<file path="src/rtl/weighted_histogram_with_nearest_mean_unit_assert.svh">
// Assertion macros for the weighted histogram unit.
// Depends on nothing; the files that check their own logic include it.
`ifndef WEIGHTED_HISTOGRAM_WITH_NEAREST_MEAN_UNIT_ASSERT_SVH
`define WEIGHTED_HISTOGRAM_WITH_NEAREST_MEAN_UNIT_ASSERT_SVH
`ifndef SYNTH
// Same-cycle implication.
`define WHM_ASSERT_NOW(lbl, clk, rst_n, ante, cons) \
	lbl: assert property (@(posedge clk) disable iff (!rst_n) (ante) |-> (cons)) \
		else $error("assertion failed");
// Next-cycle implication.
`define WHM_ASSERT_NEXT(lbl, clk, rst_n, ante, cons) \
	lbl: assert property (@(posedge clk) disable iff (!rst_n) (ante) |=> (cons)) \
		else $error("assertion failed");
`else
`define WHM_ASSERT_NOW(lbl, clk, rst_n, ante, cons)
`define WHM_ASSERT_NEXT(lbl, clk, rst_n, ante, cons)
`endif
`endif

</file>
<file path="src/rtl/whm_pkg.sv">
// Shared constants, codes, types and helpers of the weighted histogram unit.
// Depends on nothing.
package whm_pkg;

	localparam int NUM_BINS = 64;
	localparam int BIN_W    = (NUM_BINS > 1) ? $clog2(NUM_BINS) : 1;
	localparam int DEPTH    = NUM_BINS + 2;
	localparam int SLOT_W   = $clog2(DEPTH);

	localparam logic [SLOT_W-1:0] UNDER_SLOT = SLOT_W'(NUM_BINS);
	localparam logic [SLOT_W-1:0] OVER_SLOT  = SLOT_W'(NUM_BINS + 1);

	// doubled bin centres and their products with the span
	localparam int PROD_W = BIN_W + 32;
	localparam int CEN_W  = BIN_W + 34;

	// serial divider, one instance in each end
	localparam int DIV_NW = 64;
	localparam int DIV_DW = CEN_W;
	localparam int DIV_CW = $clog2(DIV_NW + 1);

	// interpolation long multiply-divide
	localparam int MAG_W  = 33;
	localparam int MAG_IW = $clog2(MAG_W);

	localparam logic [2:0] CMD_ADD        = 3'd0;
	localparam logic [2:0] CMD_QUERY      = 3'd1;
	localparam logic [2:0] CMD_READ_BIN   = 3'd2;
	localparam logic [2:0] CMD_READ_UNDER = 3'd3;
	localparam logic [2:0] CMD_READ_OVER  = 3'd4;

	localparam logic [1:0] STS_OK     = 2'd0;
	localparam logic [1:0] STS_DROP   = 2'd1;
	localparam logic [1:0] STS_DOMAIN = 2'd2;
	localparam logic [1:0] STS_NOSTAT = 2'd3;

	localparam logic [1:0] POL_ERROR = 2'd0;
	localparam logic [1:0] POL_KEEP  = 2'd1;

	localparam logic [1:0] REG_LOWER  = 2'd0;
	localparam logic [1:0] REG_SPAN   = 2'd1;
	localparam logic [1:0] REG_POLICY = 2'd2;

	typedef struct packed {
		logic signed [31:0] lower;
		logic [30:0]        span;
		logic [1:0]         policy;
	} cfg_t;

	typedef struct packed {
		logic [2:0]         cmd;
		logic signed [31:0] value;
		logic signed [31:0] weight;
		logic               anchor;
		logic               in_domain;
		logic [SLOT_W-1:0]  slot;
	} item_t;

	typedef struct packed {
		logic [1:0]         status;
		logic signed [31:0] result_mean;
		logic [31:0]        stat_count;
		logic signed [47:0] stat_sum;
		logic signed [31:0] stat_min;
		logic signed [31:0] stat_max;
	} res_t;

	typedef struct packed {
		logic [31:0]        count;
		logic signed [47:0] sum;
		logic signed [31:0] wmin;
		logic signed [31:0] wmax;
	} entry_t;

	typedef struct packed {
		logic              go;
		logic [DIV_NW-1:0] dividend;
		logic [DIV_DW-1:0] divisor;
	} div_req_t;

	typedef struct packed {
		logic              done;
		logic [DIV_NW-1:0] quotient;
	} div_rsp_t;

	// Apply sign to a magnitude quotient and saturate to 32 bits.
	function automatic logic [31:0] sat_quot(input logic neg, input logic [DIV_NW-1:0] q);
		logic [31:0] r;
		if (neg) begin
			if (q > DIV_NW'(32'h8000_0000))
				r = 32'h8000_0000;
			else
				r = ~q[31:0] + 32'd1;
		end else begin
			if (q > DIV_NW'(32'h7FFF_FFFF))
				r = 32'h7FFF_FFFF;
			else
				r = q[31:0];
		end
		return r;
	endfunction

endpackage

</file>
<file path="src/rtl/whm_queue.sv">
// Two-entry queue of classified items between front and back end.
// Depends on whm_pkg.
module whm_queue
	import whm_pkg::*;
(
	input  logic  clk,
	input  logic  arst_n,
	input  logic  push_valid,
	input  item_t push_item,
	output logic  push_ready,
	output logic  pop_valid,
	output item_t pop_item,
	input  logic  pop_ready
);

	item_t      slot_q [2];
	logic       wr_q;
	logic       rd_q;
	logic [1:0] cnt_q;
	logic       do_push;
	logic       do_pop;

	assign push_ready = cnt_q != 2'd2;
	assign pop_valid  = cnt_q != 2'd0;
	assign pop_item   = slot_q[rd_q];
	assign do_push    = push_valid && push_ready;
	assign do_pop     = pop_valid && pop_ready;

	always_ff @(posedge clk) begin
		if (do_push)
			slot_q[wr_q] <= push_item;
	end

	always_ff @(posedge clk or negedge arst_n) begin
		if (!arst_n) begin
			wr_q  <= 1'b0;
			rd_q  <= 1'b0;
			cnt_q <= 2'd0;
		end else begin
			if (do_push)
				wr_q <= ~wr_q;
			if (do_pop)
				rd_q <= ~rd_q;
			cnt_q <= cnt_q + {1'b0, do_push} - {1'b0, do_pop};
		end
	end

endmodule

</file>
<file path="config.mk">
export PLATFORM = sky130hd
export DESIGN_NAME = whm_queue
export DESIGN_NICKNAME = d
export VERILOG_FILES = /design/src/rtl/weighted_histogram_with_nearest_mean_unit_assert.svh /design/src/rtl/whm_pkg.sv /design/src/rtl/whm_queue.sv
export SDC_FILE = /design/constraint.sdc
export NUM_CORES = 1
export LEC_CHECK = 0
export BUFFER_PORTS_ARGS = -buffer_cell sky130_fd_sc_hd__buf_2
export CAP_MARGIN = 15
export CELL_PAD_IN_SITES_DETAIL_PLACEMENT = 0
export CELL_PAD_IN_SITES_GLOBAL_PLACEMENT = 2
export CORE_ASPECT_RATIO = 0.8
export CORE_UTILIZATION = 41
export DETAILED_ROUTE_END_ITERATION = 8
export PLACE_DENSITY_LB_ADDON = 0.2
export SLEW_MARGIN = 20
export SYNTH_ARGS = -nofsm -noshare
export SYNTH_HDL_FRONTEND = slang
export SYNTH_SLANG_ARGS = --single-unit
</file>
<file path="constraint.sdc">
create_clock -name clk -period 6.7 [get_ports clk]
set_clock_uncertainty 0.2 [all_clocks]
set_input_delay 0.67 -clock clk [delete_from_list [all_inputs] [get_ports clk]]
set_output_delay 0.67 -clock clk [all_outputs]
set_load 0.1 [all_outputs]
</file>
==> results of run 1 <==
==> cells in the final DEF (no fill, tap or decap) <==
| master | count |
|---|---|
| and2_1 | 1 |
| and3_4 | 1 |
| buf_12 | 1 |
| buf_2 | 157 |
| buf_4 | 2 |
| bufinv_16 | 3 |
| clkbuf_1 | 3 |
| clkbuf_16 | 17 |
| clkinv_1 | 6 |
| clkinv_2 | 3 |
| dfrtp_1 | 3 |
| dfrtp_4 | 1 |
| diode_2 | 1 |
| dlygate4sd3_1 | 1 |
| edfxtp_1 | 152 |
| ha_1 | 2 |
| inv_1 | 1 |
| mux2_2 | 46 |
| mux2_4 | 30 |
| nand2_1 | 1 |
| nand2b_1 | 1 |
| nor2_4 | 1 |
| or2_2 | 1 |
| xnor2_1 | 3 |
| xor2_1 | 1 |
==> final timing paths <==
path                                    startpoint                       to  cells after the start
min in group asynchronous                   arst_n         rd_q$_DFFE_PN0P_                      2
worst max register to register  cnt_q[1]$_DFF_PN0_   slot_q[0][3]$_DFFE_PP_                      4
worst min-delay path                 push_item[67]  slot_q[1][67]$_DFFE_PP_                      1
worst max-delay path              rd_q$_DFFE_PN0P_             pop_item[32]                      3
worst min register to register  cnt_q[0]$_DFF_PN0_       cnt_q[0]$_DFF_PN0_                      1
max in group asynchronous                   arst_n         rd_q$_DFFE_PN0P_                      2
==> synth_stat cells <==
cell type	count	area, um^2
buf_8	3	45.04
edfxtp_1	152	4564
xnor2_1	3	26.28
nand2_1	1	3.750
buf_6	2	22.52
dfrtp_1	4	100.1
buf_2	4	20.02
nand2b_1	1	6.260
xor2_1	1	8.760
and2_1	1	6.260
ha_1	2	25.02
inv_1	1	3.750
and3_1	1	6.260
or2_2	1	6.260
nor2_1	1	3.750
mux2_2	46	518.0
mux2_4	30	450.4
==> critical path, stage by stage (launching register included) <==
cell	delay, ns
dfrtp_4	0.62
buf_4	0.79
mux2_2	0.32
buf_2	0.42
==> through the flow <==
stage / hold WS [ns] / setup slack [ns] / instances
detailed placement: 0.2848 / 3.588 / 584
finish: 0.2367 / 3.210 / 619
global placement: 0.2852 / 3.593 / 584
CTS: 0.2189 / 3.127 / 617
floorplan: 0.1744 / 1.377 / 254
global route: 0.2121 / 3.046 / 619
==> logic make-up after synthesis <==
| family | count (synthesis) | synth area share, % |
|---|---|---|
| multiplexers | 76 | 16.65 |
| XOR/XNOR | 4 | 0.6024 |
| buffers and inverters | 10 | 1.570 |
| AND/OR/NAND/NOR | 6 | 0.5594 |
| adder cells (fa/ha/maj) | 2 | 0.4301 |
| flip-flops | 156 | 80.19 |
==> sequential cells by signal, summed over array words and instances (netlist names) <==
signal / flops
slot_q: 152
wr_q: 1
cnt_q: 2
rd_q: 1
==> final cells by class <==
type | instances | share of cell area (%)
inverter | 1 | 0.05094
clock buffer | 20 | 5.926
timing repair buffer | 161 | 11.28
multi-input combinational | 88 | 14.57
sequential | 156 | 63.36
tap | 180 | 3.057
clock inverter | 12 | 1.732
antenna | 1 | 0.03396
==> per-layer routing <==
| metal | vias up | part of all wire [%] |
|---|---|---|
| met3 | 12 | 10 |
| met5 | - | 0 |
| met4 | 0 | 1.3 |
| met1 | 1379 | 43 |
| met2 | 114 | 45 |
| li1 | 1349 | - |
==> results.yml, run 1 <==
clock_tree:
  numClockSinks: 156
  cts_max_level: 4
  clockRootBuffer: "clkbuf_16"
  worstSkewPairLatency_ns: 0.42
  ctsResizeCount: 0
  cts_tree: "built"
  post_cts_buffers: 0
  cts.clk_slew.worst_paths_ns: 0.06
  ctsLongestPathBuffers: 2
  hold_buffers: 1
  cts_buffers: 17
floorplanning:
  dieArea_um2: 14670
  rows: 38
  io_pins: 158
  die_height_um: 108.5
  fp.coreArea_um2: 13690
  die_width_um: 135.2
  start_util_pct: 42.48
route:
  vias: 2854
  drt-vias-per-instance: 4.611
  postRouteWirelength_mm: 10.16
  postRouteAntennaNets: 0
  drtPass1Iterations: 4
  dr.first_iter.drc_count: 153
  drc_errors: 0
  routedWlPerCell_um: 16.42
critical_path:
  criticalPathCategory: "reg -> out"
  regToRegSetupSlack_ns: 4.03
  cp_data_arrival_time_ns: 2.62
  cp-end-kind: "output pin"
  required_ns: 5.83
  start_kind: "flip-flop"
  crit_fanout: 57
final_layout:
  regArea_um2: 4668
  fillers: 1155
  multiInputGateArea_um2: 1074
  fin_util_pct: 53.81
  drive_above_1_share_pct: 60.05
  stdcell_area_um2: 7368
  nets: 507
  area_growth_pct: 26.67
global_routing:
  met3_usage_pct: 7.923
  use_met2_pct: 20.77
  grt_max_degree: 77
  antenna_found_initial: 2
  grt_pass1_vias: 2910
  overflow: 0
  globalRouteMet1Util_pct: 18.26
  grt_busiest_layer: "met2"
  grtUsageTotal_pct: 14.60
  grt_pass1_wl_mm: 15.04
placement:
  port_buffers: 157
  gp_congestion: 0.7587
  hpwl_mm: 6.372
  placed_cell_area_um2: 6771
sta:
  fin_setup_tns_ns: 0
  hold_violations: 0
  fin_crit_ns: 3.490
  relSlewSlack_pct: 37.64
  worst_slew_pin_slew_ns: 0.9355
  maxSlewViolCount: 0
  setup_viol: 0
  rsz0062_at_grt: "no"
  clock.fmax_mhz: 286.5
  min_period_over_period_pct: 52.09
synth:
  seq_area_frac_synth_pct: 80.19
  ys_seq_elements: 156
  synth_cells: 254
  syn_area_um2: 5817
  avgSynthCellArea_um2: 22.90
  synth_warnings: 0
  synth_cell_type_count: 17
  syn_nets: 336
outcome:
  outcome: "finished clean"
run:
  cap_viol_max_count: 0
worst_hold_path:
  hold_path_class: "in -> reg"
Power of run 1 is not shown: default switching activity piles up to over one toggle a cycle in this logic, so the estimate is an artifact.
==> run 2, diff against run 1 <==
- CORE_UTILIZATION: 41 -> 34
- clock period: 6.7 -> 2.8 ns (I/O delays scaled with it)
==> run 2 against run 1 <==
- wire length is 7.2% higher
- clock-buffer cell count unchanged
- first-iteration DRC count down 33%
- design area up 12%
- global-route usage is 1.7 points lower
- critical path depth did not move
- critical endpoint is now pop_item[75]
- non-clock buffer count up 81
- final cell count is 20% higher
- utilization decreased by 4.1 points
- via count increased by 11%
- worst setup slack got worse by 2.9 ns
- die area grew 20%
==> results.yml, run 2 (synthesis results as in run 1) <==
outcome:
  outcome: "finished clean"
route:
  drc_errors: 0
  drt-vias-per-instance: 4.284
  dr.first_iter.drc_count: 103
  routedWlPerCell_um: 14.73
  drtPass1Iterations: 4
  postRouteWirelength_mm: 10.90
  postRouteAntennaNets: 0
  vias: 3170
placement:
  hpwl_mm: 7.076
  gp_congestion: 0.6964
  port_buffers: 157
clock_tree:
  cts_max_level: 4
  numClockSinks: 156
  cts_tree: "built"
  post_cts_buffers: 0
  cts.clk_slew.worst_paths_ns: 0.06
  clockRootBuffer: "clkbuf_16"
  cts_buffers: 17
  worstSkewPairLatency_ns: 0.41
  ctsLongestPathBuffers: 2
worst_hold_path:
  hold_path_class: "in -> async"
sta:
  hold_violations: 0
  min_period_over_period_pct: 90.44
  rsz0062_at_grt: "no"
  worst_slew_pin_slew_ns: 0.6185
  relSlewSlack_pct: 58.77
  fin_setup_tns_ns: 0
  fin_crit_ns: 2.532
  clock.fmax_mhz: 394.9
  setup_viol: 0
  maxSlewViolCount: 0
final_layout:
  top_register: "slot_q"
  nets: 588
  area_growth_pct: 42.46
  largest_reg_flops: 152
  drive_above_1_share_pct: 52.79
  layout_common_cells: "buf_2 (157), edfxtp_1 (152), dlygate4sd3_1 (78)"
  multiInputGateArea_um2: 1081
  fillers: 1444
  reg.largest.list: "slot_q (152), cnt_q (2)"
  regArea_um2: 4668
  layout_commonest_cell: "buf_2"
critical_path:
  start_kind: "flip-flop"
  crit_buf_inv: 2
  criticalPathCategory: "reg -> out"
  crit_fanout: 37
  slowest_delay_ns: 0.63
  cp-end-kind: "output pin"
  required_ns: 2.32
  slowest_stage: "dfrtp_4"
  cp_data_arrival_time_ns: 2.05
  path_cells: "buf_12, mux2_2, buf_2"
  cp_top_family: "flip-flops"
floorplanning:
  dieArea_um2: 17640
  rows: 42
  die_height_um: 119.0
  io_pins: 158
  start_util_pct: 34.92
  fp.coreArea_um2: 16660
  die_width_um: 148.2
global_routing:
  grt_max_degree: 45
  grt_pass1_wl_mm: 16.67
  overflow: 0
  grt_pass1_vias: 3281
  grtUsageTotal_pct: 12.87
  antenna_found_initial: 1
run:
  cap_viol_max_count: 0
-- run 2: cell type report --
cell class              count  area share (%)
repair buffers            242           19.99
multi-input cells          88           13.05
inverters                   1         0.04530
clock inverters            12           1.963
clock buffers              20           5.270
diodes                      1         0.03020
well taps                 220           3.322
flip-flops and latches    156           56.33
-- run 2: path summary, 6_finish.rpt --
| kind | end | depth (start not counted) | slack, ns | startpoint |
|---|---|---|---|---|
| min in group clk | wr_q$_DFFE_PN0N_ | 3 | 0.04 | push_valid |
| max reg2reg | cnt_q[1]$_DFF_PN0_ | 7 | 0.78 | cnt_q[1]$_DFF_PN0_ |
| min reg2reg | cnt_q[0]$_DFF_PN0_ | 1 | 0.34 | cnt_q[0]$_DFF_PN0_ |
| max | pop_item[75] | 3 | 0.27 | rd_q$_DFFE_PN0P_ |
| max in group asynchronous | rd_q$_DFFE_PN0P_ | 2 | 2.23 | arst_n |
| min | cnt_q[1]$_DFF_PN0_ | 2 | 0.03 | arst_n |
-- run 2: through the flow --
| step | setup slack [ns] | cells | utilization, % | instance area, um^2 | hold slack (ns) |
|---|---|---|---|---|---|
| after floorplan | 0.1365 | 254 | - | 5833 | -0.2156 |
| after global placement | 0.7028 | 629 | 41.45 | 6904 | -0.1068 |
| after detailed placement | 0.6818 | 629 | 41.45 | 6904 | -0.1014 |
| after CTS | 0.2204 | 739 | 49.73 | 8284 | 0.003016 |
| after global routing | 0.1740 | 739 | 49.73 | 8284 | 0.02161 |
| final | 0.2678 | 740 | 49.74 | 8287 | 0.02659 |
-- run 2: layer usage --
| layer | part of all wire (%) | GRT usage, % | up-vias |
|---|---|---|---|
| met1 | 47 | 16.34 | 1534 |
| met2 | 44 | 19.22 | 108 |
| met4 | 1.4 | 5.412 | 0 |
| li1 | - | - | 1516 |
| met3 | 7.6 | 5.441 | 12 |
| met5 | 0 | 0 | - |
-- run 2: timing repair --
| item | 4_1_cts | 5_1_grt |
|---|---|---|
| endpoints found under the hold margin | 157 | 0 |
| hold buffers | 78 | 0 |
| resized for setup | 0 | 0 |
Power of run 2 is left out for the same reason.
==> run 3, diff against run 2 <==
- GPL_TIMING_DRIVEN: not set -> 0
==> run 3 against run 2 <==
- sequential share of layout area down 0.73 points
- utilization increased by 0.61 points
- non-clock buffer count grew 7
- clock-buffer cell count fell by 3
- first-iteration DRC count rose by 0.97%
- critical path depth increased by 2
- sequential cell count did not move
- final cell count grew 0.81%
- worst setup slack better by 0.20 ns
- global-route usage is 0.36 points higher
- critical path type unchanged
- critical endpoint is now pop_item[47]
==> results.yml, run 3 (synthesis results as in run 1) <==
sta:
  min_period_over_period_pct: 83.39
  relSlewSlack_pct: 65.09
  setup_viol: 0
  rsz0062_at_grt: "no"
  clock.fmax_mhz: 428.3
  maxSlewViolCount: 0
  worst_slew_pin_slew_ns: 0.5273
  hold_violations: 0
  fin_crit_ns: 2.335
  whs_ns: 0.05860
clock_tree:
  numClockSinks: 156
  clockRootBuffer: "clkbuf_16"
  worstSkewPairLatency_ns: 0.42
  ctsLongestPathBuffers: 2
  cts_max_level: 4
  post_cts_buffers: 0
  cts_buffers: 17
  cts_tree: "built"
  cts.clk_slew.worst_paths_ns: 0.06
global_routing:
  grt_pass1_wl_mm: 17.28
  grt_pass1_vias: 3400
  antenna_found_initial: 0
  grt_max_degree: 47
  overflow: 0
  grtUsageTotal_pct: 13.22
final_layout:
  fillers: 1423
  layout_commonest_cell: "buf_2"
  area_growth_pct: 44.20
  nets: 595
  n_antenna_cell: 0
  largest_reg_flops: 152
  top_register: "slot_q"
  fin_util_pct: 50.35
  drive_above_1_share_pct: 53.42
  layout_common_cells: "buf_2 (161), edfxtp_1 (152), dlygate4sd3_1 (79)"
  reg.largest.list: "slot_q (152), cnt_q (2)"
critical_path:
  crit_fanout: 10
  cp-end-kind: "output pin"
  criticalPathCategory: "reg -> out"
  required_ns: 2.32
  cp_data_arrival_time_ns: 1.86
  start_kind: "flip-flop"
placement:
  gp_congestion: 0.6696
  port_buffers: 157
  hpwl_mm: 7.060
route:
  postRouteWirelength_mm: 10.96
  postRouteAntennaNets: 0
  routedWlPerCell_um: 14.69
  dr.first_iter.drc_count: 104
  vias: 3188
  drt-vias-per-instance: 4.273
  drc_errors: 0
  drtPass1Iterations: 4
outcome:
  outcome: "finished clean"
worst_hold_path:
  hold_path_class: "in -> reg"
run:
  cap_viol_max_count: 0
floorplanning:
  die_height_um: 119.0
  start_util_pct: 34.92
  die_width_um: 148.2
  dieArea_um2: 17640
  io_pins: 158
  fp.coreArea_um2: 16660
  rows: 42
-- run 3: repair_timing --
| item | CTS | global route |
|---|---|---|
| resized for setup | 0 | 0 |
| hold endpoints to repair | 157 | 0 |
| hold buffers | 79 | 0 |
-- run 3: final cells by class --
type | instances | area [um^2] | area share (%)
inverters | 1 | 3.754 | 0.04475
clock inverters | 15 | 186.4 | 2.223
flip-flops and latches | 156 | 4664 | 55.61
clock buffers | 17 | 425.4 | 5.072
plain buffers | 9 | 87.58 | 1.044
repair buffers | 240 | 1664 | 19.84
multi-input cells | 88 | 1081 | 12.89
well taps | 220 | 275.3 | 3.282
-- run 3: per-stage QoR --
stage | setup WS [ns] | cell area (um^2) | std cells | setup TNS, ns
4_1_cts | 0.4208 | 8388 | 746 | 0
3_5_place_dp | 0.7887 | 6985 | 635 | 0
3_3_place_gp | -0.3535 | 6894 | 631 | -26.42
5_1_grt | 0.3974 | 8388 | 746 | 0
6_report | 0.4650 | 8388 | 746 | 0
2_1_floorplan | 0.1365 | 5833 | 254 | 0
-- run 3: final timing paths --
check | startpoint | depth (start not counted) | slack (ns) | to
max in group asynchronous | arst_n | 3 | 1.66 | rd_q$_DFFE_PN0P_
hold reg to reg | cnt_q[0]$_DFF_PN0_ | 1 | 0.34 | cnt_q[0]$_DFF_PN0_
setup / recovery | rd_q$_DFFE_PN0P_ | 5 | 0.46 | pop_item[47]
hold / removal | push_valid | 3 | 0.06 | wr_q$_DFFE_PN0N_
setup reg to reg | cnt_q[1]$_DFF_PN0_ | 7 | 0.78 | cnt_q[1]$_DFF_PN0_
min in group asynchronous | arst_n | 3 | 0.56 | wr_q$_DFFE_PN0N_
-- run 3: worst max-delay path: stages (launching register included) --
cell	delay [ns]
dfrtp_1	0.37
buf_6	0.13
buf_6	0.15
buf_8	0.16
mux2_4	0.19
buf_2	0.42
-- run 3: routing by layer --
metal,vias up,wire [um],track usage (%)
li1,1528,-,-
met1,1537,4986,15.83
met2,110,5010,20.89
met3,13,786,5.172
met4,0,179,6.186
met5,-,0,0
Power of run 3 is left out for the same reason.
